--- config.mk ---
export PLATFORM = sky130hd
export DESIGN_NAME = sorted_priority_queue_unit
export DESIGN_NICKNAME = d
export VERILOG_FILES = /design/src/rtl/core/spq_pkg.sv /design/src/rtl/core/sorted_priority_queue_unit.sv
export SDC_FILE = /design/constraint.sdc
export NUM_CORES = 1
export LEC_CHECK = 0
export ABC_AREA = 1
export ABC_CLOCK_PERIOD_IN_PS = 13530
export BUFFER_PORTS_ARGS = -buffer_cell sky130_fd_sc_hd__buf_2
export CORE_AREA = 2 2 345 347
export CTS_BUF_LIST = sky130_fd_sc_hd__clkbuf_2
export CTS_CLUSTER_DIAMETER = 100
export DETAILED_ROUTE_END_ITERATION = 10
export DIE_AREA = 0 0 347 349
export PLACE_DENSITY_LB_ADDON = 0.25
export SKIP_LAST_GASP = 1
export SYNTH_ARGS = -nofsm -noshare
export SYNTH_HDL_FRONTEND = slang
export SYNTH_SLANG_ARGS = --single-unit
--- constraint.sdc ---
create_clock -name i_clk -period 13.53 [get_ports i_clk]
set_input_delay 2.0295 -clock i_clk [delete_from_list [all_inputs] [get_ports i_clk]]
set_output_delay 2.0295 -clock i_clk [all_outputs]
set_load 0.1 [all_outputs]
--- src/rtl/core/spq_pkg.sv ---
package spq_pkg;

    localparam int DEF_QUEUE_DEPTH = 16;
    localparam int DATA_W          = 32;
    localparam int FILL_W          = 5;

    // request codes
    localparam logic REQ_INSERT = 1'b0;
    localparam logic REQ_REMOVE = 1'b1;

    // status codes
    localparam logic [1:0] ST_OK    = 2'd0;
    localparam logic [1:0] ST_EMPTY = 2'd1;
    localparam logic [1:0] ST_FULL  = 2'd2;

    typedef struct packed {
        logic                     req_type;
        logic signed [DATA_W-1:0] item_value;
        logic signed [DATA_W-1:0] item_priority;
    } t_spq_in;

    typedef struct packed {
        logic signed [DATA_W-1:0] out_value;
        logic [1:0]               status;
        logic [FILL_W-1:0]        fill_count;
    } t_spq_out;

endpackage

--- src/rtl/core/sorted_priority_queue_unit.sv ---
// Bounded priority queue held as a sorted circular buffer in one memory of
// QUEUE_DEPTH entries (value and priority side by side), highest priority at
// the head. Each request gives one result. A remove reads the head entry and
// advances the head pointer. An insert walks from the tail toward the head
// with one shared priority comparator, one memory read and one write per
// stored entry that has to move down; the entries that move are the stored
// entries of strictly lower priority than the new one, and the new entry
// may land at the head. A rejected request (remove from an empty queue,
// insert into a full queue) goes straight to the output state. Each request
// stays busy longer while the previous result still waits in the output
// register. The memory read port is the limit: each moved entry needs a
// registered read before its write. After the work the result goes into an
// output register, and the next request is taken while that result still
// waits. The memory needs no clearing after reset since only stored slots
// are ever read.
module sorted_priority_queue_unit #(
    parameter int QUEUE_DEPTH = spq_pkg::DEF_QUEUE_DEPTH
) (
    input  logic              i_clk,
    input  logic              i_rst_n,
    input  logic              i_in_valid,
    output logic              o_in_ready,
    input  spq_pkg::t_spq_in  i_in_data,
    output logic              o_out_valid,
    input  logic              i_out_ready,
    output spq_pkg::t_spq_out o_out_data
);
    import spq_pkg::*;

    localparam int AW = $clog2(QUEUE_DEPTH);
    localparam int CW = $clog2(QUEUE_DEPTH + 1);
    localparam int SW = $clog2(2 * QUEUE_DEPTH);
    localparam int MW = 2 * DATA_W;
    localparam logic [CW-1:0] DEPTH_C = CW'(QUEUE_DEPTH);
    localparam logic [SW-1:0] DEPTH_S = SW'(QUEUE_DEPTH);

    typedef enum logic [4:0] {
        S_IDLE = 5'b00001,
        S_RD   = 5'b00010,
        S_CMP  = 5'b00100,
        S_PUT  = 5'b01000,
        S_OUT  = 5'b10000
    } t_state;

    t_state                   r_state, n_state;
    logic [CW-1:0]            r_count, n_count;
    logic [AW-1:0]            r_head,  n_head;
    logic [CW-1:0]            r_k,     n_k;
    logic                     r_is_rm, n_is_rm;
    logic signed [DATA_W-1:0] r_val,   n_val;
    logic signed [DATA_W-1:0] r_pri,   n_pri;
    t_spq_out                 r_res,   n_res;
    t_spq_out                 r_out,   n_out;
    logic                     r_out_valid, n_out_valid;
    logic [MW-1:0]            r_rd_data;
    logic [MW-1:0]            r_mem [QUEUE_DEPTH];

    logic [CW-1:0]            w_off;
    logic [SW-1:0]            w_sum;
    logic [AW-1:0]            w_addr;
    logic                     w_wr_en;
    logic [MW-1:0]            w_wr_data;
    logic                     w_keep;
    logic                     w_in_xfer;
    logic                     w_out_xfer;

    function automatic logic [FILL_W-1:0] fill_of(input logic [CW-1:0] c);
        logic [CW+FILL_W-1:0] e;
        e = {{FILL_W{1'b0}}, c};
        return e[FILL_W-1:0];
    endfunction

    assign o_in_ready  = (r_state == S_IDLE);
    assign o_out_valid = r_out_valid;
    assign o_out_data  = r_out;
    assign w_in_xfer   = i_in_valid && o_in_ready;
    assign w_out_xfer  = r_out_valid && i_out_ready;

    // shared circular address unit: read one slot above k, write at k
    always_comb begin
        w_off  = (r_state == S_RD) ? (r_k - CW'(1)) : r_k;
        w_sum  = SW'(r_head) + SW'(w_off);
        w_addr = (w_sum >= DEPTH_S) ? AW'(w_sum - DEPTH_S) : AW'(w_sum);
    end

    // shared priority comparator: stored entry stays ahead of the new one
    assign w_keep = ($signed(r_rd_data[MW-1:DATA_W]) >= r_pri);

    always_comb begin
        n_state     = r_state;
        n_count     = r_count;
        n_head      = r_head;
        n_k         = r_k;
        n_is_rm     = r_is_rm;
        n_val       = r_val;
        n_pri       = r_pri;
        n_res       = r_res;
        n_out       = r_out;
        n_out_valid = r_out_valid;
        w_wr_en     = 1'b0;
        w_wr_data   = {r_pri, r_val};

        if (w_out_xfer) begin
            n_out_valid = 1'b0;
        end

        unique case (r_state)
            S_IDLE: begin
                if (w_in_xfer) begin
                    n_is_rm = (i_in_data.req_type == REQ_REMOVE);
                    n_val   = i_in_data.item_value;
                    n_pri   = i_in_data.item_priority;
                    if (i_in_data.req_type == REQ_REMOVE) begin
                        if (r_count == '0) begin
                            n_res   = '{out_value: '0, status: ST_EMPTY,
                                        fill_count: fill_of(r_count)};
                            n_state = S_OUT;
                        end else begin
                            n_k     = CW'(1);
                            n_state = S_RD;
                        end
                    end else begin
                        if (r_count == DEPTH_C) begin
                            n_res   = '{out_value: '0, status: ST_FULL,
                                        fill_count: fill_of(r_count)};
                            n_state = S_OUT;
                        end else if (r_count == '0) begin
                            n_k     = '0;
                            n_state = S_PUT;
                        end else begin
                            n_k     = r_count;
                            n_state = S_RD;
                        end
                    end
                end
            end
            S_RD: begin
                n_state = S_CMP;
            end
            S_CMP: begin
                if (r_is_rm) begin
                    n_count = r_count - CW'(1);
                    n_head  = w_addr;
                    n_res   = '{out_value: $signed(r_rd_data[DATA_W-1:0]),
                                status: ST_OK, fill_count: fill_of(r_count - CW'(1))};
                    n_state = S_OUT;
                end else if (w_keep) begin
                    w_wr_en = 1'b1;
                    n_count = r_count + CW'(1);
                    n_res   = '{out_value: '0, status: ST_OK,
                                fill_count: fill_of(r_count + CW'(1))};
                    n_state = S_OUT;
                end else begin
                    // entry of lower priority moves one slot toward the tail
                    w_wr_en   = 1'b1;
                    w_wr_data = r_rd_data;
                    n_k       = r_k - CW'(1);
                    n_state   = (r_k == CW'(1)) ? S_PUT : S_RD;
                end
            end
            S_PUT: begin
                w_wr_en = 1'b1;
                n_count = r_count + CW'(1);
                n_res   = '{out_value: '0, status: ST_OK,
                            fill_count: fill_of(r_count + CW'(1))};
                n_state = S_OUT;
            end
            S_OUT: begin
                if (!r_out_valid || i_out_ready) begin
                    n_out       = r_res;
                    n_out_valid = 1'b1;
                    n_state     = S_IDLE;
                end
            end
            default: begin
                n_state = S_IDLE;
            end
        endcase
    end

    always_ff @(posedge i_clk) begin
        if (!i_rst_n) begin
            r_state     <= S_IDLE;
            r_count     <= '0;
            r_head      <= '0;
            r_out_valid <= 1'b0;
        end else begin
            r_state     <= n_state;
            r_count     <= n_count;
            r_head      <= n_head;
            r_out_valid <= n_out_valid;
        end
    end

    always_ff @(posedge i_clk) begin
        r_k     <= n_k;
        r_is_rm <= n_is_rm;
        r_val   <= n_val;
        r_pri   <= n_pri;
        r_res   <= n_res;
        r_out   <= n_out;
    end

    always_ff @(posedge i_clk) begin
        if (w_wr_en) begin
            r_mem[w_addr] <= w_wr_data;
        end
        r_rd_data <= r_mem[w_addr];
    end

    a_count_bound: assert property (@(posedge i_clk) disable iff (!i_rst_n)
        r_count <= DEPTH_C)
        else $error("entry count above queue depth");

    a_busy_after_xfer: assert property (@(posedge i_clk) disable iff (!i_rst_n)
        w_in_xfer |=> !o_in_ready)
        else $error("request taken while previous one in progress");

    a_read_slot: assert property (@(posedge i_clk) disable iff (!i_rst_n)
        (r_state == S_RD) |-> (r_k != '0 && r_k <= r_count))
        else $error("read outside stored entries");

    a_empty_fill: assert property (@(posedge i_clk) disable iff (!i_rst_n)
        (o_out_valid && o_out_data.status == ST_EMPTY) |->
            (o_out_data.fill_count == '0 && o_out_data.out_value == '0))
        else $error("empty status with nonzero payload");

endmodule
==> results of run 1 <==
## routing by layer
| layer | up-vias | track usage | part of all wire |
|---|---|---|---|
| li1 | 12600 | - | - |
| met1 | 13700 | 0.248 | 0.44 |
| met5 | - | 0 | 0 |
| met3 | 175 | 0.0430 | 0.063 |
| met4 | 0 | 0.0597 | 0.019 |
| met2 | 899 | 0.304 | 0.48 |
## logic make-up after synthesis
family	after synthesis
flops	1251
simple gates	931
compound gates	623
buf+inv	276
fa+ha+maj	40
xor+xnor	11
## worst max path at each step
stage / startpoint / end
2_1_floorplan: r_state[3] / r_k[0]
3_3_place_gp: r_state[3] / r_mem[8][46]
3_5_place_dp: r_state[3] / r_mem[2][12]
4_1_cts: r_k[0] / r_mem[2][4]
5_1_grt: r_k[0] / r_mem[2][4]
6_report: r_k[0] / r_mem[2][4]
## sequential cells by signal, indices dropped and copies added, names as in the netlist, 32 cells and up
name        cells
r_res          39
r_mem        1024
r_rd_data      64
r_pri          32
r_val          32
o_out_data     39
## cells in the mapped netlist (all sizes together) (2+ instances only)
master | number | area (µm²)
inv | 112 | 420
edfxtp | 1172 | 35200
o21ai | 49 | 245
buf | 46 | 314
or2 | 2 | 12.5
o22ai | 3 | 18.8
nor2 | 125 | 492
dfxtp | 79 | 1580
o21a | 2 | 15.0
a21oi | 162 | 852
nand4 | 4 | 40.0
nor3 | 3 | 31.3
ha | 39 | 488
a22oi | 370 | 2780
clkinv | 5 | 18.8
o211ai | 4 | 30.0
nand2 | 593 | 2240
nand3 | 204 | 1030
a31oi | 28 | 175
xor2 | 10 | 87.6
clkbuf | 113 | 424
## power by group
| part | internal (µW) | switching [µW] | leakage (µW) |
|---|---|---|---|
| clock network | 1040 | 1480 | 0.00228 |
| registers | 4390 | 39.3 | 0.0113 |
| logic | 167 | 511 | 0.00479 |
| total | 5600 | 2030 | 0.0183 |
## final cells by class
| class | instances | area (µm²) | area share |
|---|---|---|---|
| Sequential cell | 1251 | 36800 | 0.709 |
| Multi-Input combinational cell | 1605 | 8790 | 0.169 |
| Clock buffer | 512 | 2560 | 0.0494 |
| Tap cell | 1536 | 1920 | 0.0371 |
| Timing Repair Buffer | 171 | 1050 | 0.0202 |
| Inverter | 117 | 448 | 0.00864 |
| Clock inverter | 58 | 304 | 0.00586 |
| Antenna cell | 4 | 10.0 | 0.000193 |
## worst max-delay path, stage by stage, from the launching register on
cell and delay [ns]:
edfxtp_1 0.43, inv_1 0.13, ha_1 0.25, o21ai_0 0.23
inv_1 0.08, fa_1 0.38, xor2_1 0.47, inv_1 0.17
nor2_4 0.68, inv_1 0.40, nor2_4 0.68, buf_4 0.74
## stage by stage
stage / worst slack (ns) / util
2_1_floorplan: 6.60 / -
3_3_place_gp: 8.36 / 0.417
3_5_place_dp: 8.31 / 0.417
4_1_cts: 8.20 / 0.441
5_1_grt: 7.91 / 0.442
6_report: 8.25 / 0.442
==> run metrics, run 1 <==
post_cts resized 0; Area growth, synth to finish 11.4%; final period utilization 0.390; max-slew violations 0; pwr dens 147 mW/mm²; crit end category register; Synth cell types 41; I/O Pins 110; worst hold path endpoint o_out_data[19]; # Post-CTS Setup Buffers 0; die area 0.121 mm²; Ys Warns 0; num rows 126; layout cell share with drive strength beyond 1 0.201; hold crit path type register to register; flop-to-flop setup slack 8.25 ns; Layout Nets 3586; multiplexer area fraction after synthesis 0; grt ovf 0; Final Critical Period 5.28 ns; reg-to-reg startpoint r_k[0]; reg2reg end r_mem[2][4]; Yosys reg bits 1251; Hold Slack 0.407 ns; CTS tree built; Final Hold Fails 0; status finished clean; VDD IR max 0.0609 mV; Clk Tree Root Cell clkbuf_2; placed insts 4680; Final setup viols 0; Synth Area per Inst 14.9 µm²; RSZ-0062 raised after global routing false; Max Root-Sink Buffers 4; Tot Pwr 7630 µW; pin count of the biggest net entering global routing 177; Port Buffer Count 109; # clock sinks 1251; critical path arrival 6.33 ns; Finished Layout Cells 5254; cts bufs inserted 331; Worst-Skew Late Latency 1.55 ns; Die X 347 µm; largest family of logic cells by synthesized area compound AO/OA/AOI/OAI gates; hold path start r_res[19]; antenna violations before repair 3; register area share after synthesis 0.790; vias 27400; initial DRC count 2199; hpwl dp 58200 µm; hold path depth 0; Detailed Route WL 114000 µm; global-route wire length before repair 170000 µm; CP required 14.59 ns; Synth Area in XOR/XNOR 0.00207; commonest non-fill, non-tap cells in the layout 1172 x edfxtp_1, 588 x nand2_1, 512 x clkbuf_2; drt first pass iters 6; worst-path maximum fanout 44; Starting Density 0.396; Post-synth EDFFs 1172; ys async rst share 0; most common flop cell mapped by yosys edfxtp_1; Tot GR Track Use 0.187; WS Path Type register to register; vias in the first global route 27800; Reg2Reg Depth 11; Area after DPL 0.0490 mm²; post-synthesis compound-gate area fraction 0.0892; Routed Antenna Nets 0; post-synthesis simple-gate area fraction 0.0826; DIE HEIGHT 349 µm; Vias/cell 5.22; startpoint types register; Post-Syn Nets 3241; Adder-Cell Fraction of Synth Area 0.0109; fin area 0.0519 mm²; hold buffer count at cts 0; core area 0.117 mm²; clock slew at reported path FFs 0.10 ns; leak pwr 0.0183 µW; skew final 0.146 ns; Max transition margin 0.0792; residual DRC count 0; Wirelength per Cell 21.6 µm; Max-Cap Viols 0; cell area after synthesis 0.0466 mm²; commonest non-fill, non-tap cell in the layout edfxtp_1; fillcell total 10600; setup TNS 0 ns; GPL Wtd Cong 0.768; Cells after Synth 3132; Worst Tran Pin Value 1.38 ns; CTS HTree Levels 5; fmax 0.189 GHz
Power figures use the tool's default switching activity.
==> inputs of run 2 (changes only) <==
--- a/config.mk
+++ b/config.mk
@@ -5,14 +5,14 @@
 export SDC_FILE = /design/constraint.sdc
 export NUM_CORES = 1
 export LEC_CHECK = 0
-export ABC_AREA = 1
-export ABC_CLOCK_PERIOD_IN_PS = 13530
+export ABC_AREA = 0
+export ABC_CLOCK_PERIOD_IN_PS = 5100
 export BUFFER_PORTS_ARGS = -buffer_cell sky130_fd_sc_hd__buf_2
-export CORE_AREA = 2 2 345 347
+export CORE_AREA = 2 2 349 351
 export CTS_BUF_LIST = sky130_fd_sc_hd__clkbuf_2
 export CTS_CLUSTER_DIAMETER = 100
 export DETAILED_ROUTE_END_ITERATION = 10
-export DIE_AREA = 0 0 347 349
+export DIE_AREA = 0 0 351 353
 export PLACE_DENSITY_LB_ADDON = 0.25
 export SKIP_LAST_GASP = 1
 export SYNTH_ARGS = -nofsm -noshare
==> constraint.sdc (replaced) <==
create_clock -name i_clk -period 5.1 [get_ports i_clk]
set_input_delay 0.765 -clock i_clk [delete_from_list [all_inputs] [get_ports i_clk]]
set_output_delay 0.765 -clock i_clk [all_outputs]
set_load 0.1 [all_outputs]
==> run 2 against run 1 <==
  * Sequential power rose to 2.6 times the previous value
  * Clock skew down 0.025 ns
  * Sequential share of layout area down 4.0 points
  * Non-clock buffer count up 138
  * Synthesized cell count down 23%
  * First-iteration DRC count down 3.8%
  * Core utilization up 1.4 points
  * Clock-buffer cell count down 34
  * Critical path depth down 1
  * Largest cell class unchanged
==> run metrics, run 2 <==
status finished clean; Finished Layout Cells 4771; register area share after synthesis 0.771; most common flop cell mapped by yosys edfxtp_1; Die X 351 µm; Cells after Synth 2409; post-route worst setup slack 0.607 ns; Worst Tran Pin Value 1.27 ns; Ys Warns 0; grt ovf 0; CTS HTree Levels 5; Area growth, synth to finish 15.2%; post_cts resized 0; worst hold path endpoint r_count[0]; CP required 6.24 ns; Yosys reg bits 1251; core area 0.121 mm²; residual DRC count 0; RSZ-0062 raised after global routing false; setup TNS 0 ns; drt first pass iters 5; Synth top cells by count 1172 x edfxtp_1, 291 x nand2_1, 256 x mux4_2, 98 x and3_1, 79 x dfxtp_1; Synth Area per Inst 19.8 µm²; Max transition margin 0.147; Post-Syn Nets 2518; clock slew at reported path FFs 0.09 ns; Detailed Route WL 112000 µm; Wirelength per Cell 23.4 µm; Max-Cap Viols 0; cts bufs inserted 321; reg-to-reg startpoint r_pri[31]; Routed Antenna Nets 0; Synth area leaders edfxtp_1 74%, mux4_2 12%, dfxtp_1 3.3%; cell area after synthesis 0.0477 mm²; Synth cell types 52; WS Path Type register to register; Max Root-Sink Buffers 4; Yosys top cell by area edfxtp_1; Reg2Reg Depth 10; hold crit path type input port to register; Starting Density 0.395; hpwl dp 58000 µm; cell with the most instances after synthesis edfxtp_1; die area 0.124 mm²; commonest non-fill, non-tap cells in the layout 1172 x edfxtp_1, 478 x clkbuf_2, 291 x nand2_1; hold path start i_rst_n; ys async rst share 0; fmax 0.223 GHz; # Post-CTS Setup Buffers 0; Layout Nets 3025; num rows 128; pin count of the biggest net entering global routing 133; post-place setup slack 0.598 ns; final period utilization 0.881; antenna violations before repair 4; flop-to-flop setup slack 0.61 ns; fillcell total 10400; max-slew violations 0; initial DRC count 2116; startpoint types register; largest registers r_mem: 1024 flops, r_rd_data: 64 flops; Port Buffer Count 109; crit end category register; Final Critical Period 4.49 ns; Worst-Skew Late Latency 1.54 ns; pwr dens 359 mW/mm²; CTS tree built; I/O Pins 110; Top reg by flops r_mem; Clk Tree Root Cell clkbuf_2; top-area cell type share of the netlist area 0.738; Final setup viols 0; Vias/cell 5.20; hold path depth 4; critical path arrival 5.64 ns; # clock sinks 1251; worst-path maximum fanout 21; leak pwr 0.0189 µW; VDD IR max 0.198 mV; hold buffer count at cts 137; layout cell share with drive strength beyond 1 0.320; Tot GR Track Use 0.183; vias in the first global route 26800; reg2reg end r_mem[8][32]; global-route wire length before repair 166000 µm; Largest register FFs 1024; vias 24800; Post-synth EDFFs 1172; Final Hold Fails 0; placed insts 4081; commonest non-fill, non-tap cell in the layout edfxtp_1; DIE HEIGHT 353 µm; GPL Wtd Cong 0.791; skew final 0.121 ns
## run 2: changes by cell type after synthesis, moves of 58 or more
cell,before,now
a21oi_1,151,25
inv_1,110,45
nand2_1,588,291
a22oi_1,370,1
nand3_1,203,9
mux2_2,0,58
and3_1,0,98
mux4_2,0,256
nor2_1,122,19
## run 2: cells by family (layout without fill, tap and decap cells)
logic type,count (synthesis),after routing,synth area share
fa+ha+maj,40,40,0.0107
mux,320,320,0.136
xor+xnor,19,19,0.00349
flops,1251,1251,0.771
other cells,0,1,0
buf+inv,170,906,0.0143
simple gates,477,477,0.0462
compound gates,132,132,0.0176
## run 2: report_power, final
group / switching, µW / internal (µW)
clock: 3890 / 2520
combinational: 1010 / 590
sequential: 107 / 11600
total: 5000 / 14700
## run 2: cell type report
type                    instances  area [µm²]  share of cell area
flip-flops and latches       1251       36800               0.669
multi-input cells             988       10500               0.191
repair buffers                309        2750              0.0501
clock buffers                 478        2390              0.0435
well taps                    1625        2030              0.0370
clock inverters                74         315             0.00574
inverters                      45         170             0.00310
diodes                          1        2.50           0.0000456
## run 2: metrics by stage
| stage | instance area, µm² | hold slack, ns | total power [µW] | utilization |
|---|---|---|---|---|
| floorplan | 47800 | 0.400 | 12900 | - |
| global placement | 50900 | 0.401 | 13400 | 0.422 |
| detailed placement | 50900 | 0.405 | 13500 | 0.422 |
| CTS | 54900 | 0.0761 | 20000 | 0.456 |
| global route | 54900 | 0.243 | 20700 | 0.456 |
| finish | 54900 | 0.307 | 19700 | 0.456 |
## run 2: critical path, cell delays in order, from the launching register on
cell	delay, ns
edfxtp_1	0.39
inv_1	0.06
ha_1	0.43
nand4_1	0.23
nor4_1	1.10
o41a_1	0.45
o21ai_2	0.11
nand4_4	0.40
buf_4	0.38
nand2_1	0.09
o21ai_1	0.49
## run 2: layer usage
layer | GRT usage | vias to the layer above | routed length (µm)
li1 | - | 10900 | -
met2 | 0.296 | 798 | 54900
met4 | 0.0576 | 4 | 1900
met3 | 0.0431 | 142 | 6870
met5 | 0 | - | 24
met1 | 0.244 | 13000 | 48100
## run 2: worst max-delay path by stage
stage | from | to | slack (ns) | depth (start not counted)
after floorplan | r_state[4] | r_mem[11][0] | -1.41 | 11
after global placement | r_pri[31] | r_mem[11][32] | 0.76 | 10
after detailed placement | r_pri[31] | r_mem[12][32] | 0.60 | 10
after CTS | r_pri[31] | r_mem[14][32] | 0.57 | 10
after global routing | r_pri[31] | r_mem[13][32] | 0.38 | 10
final | r_pri[31] | r_mem[8][32] | 0.61 | 10
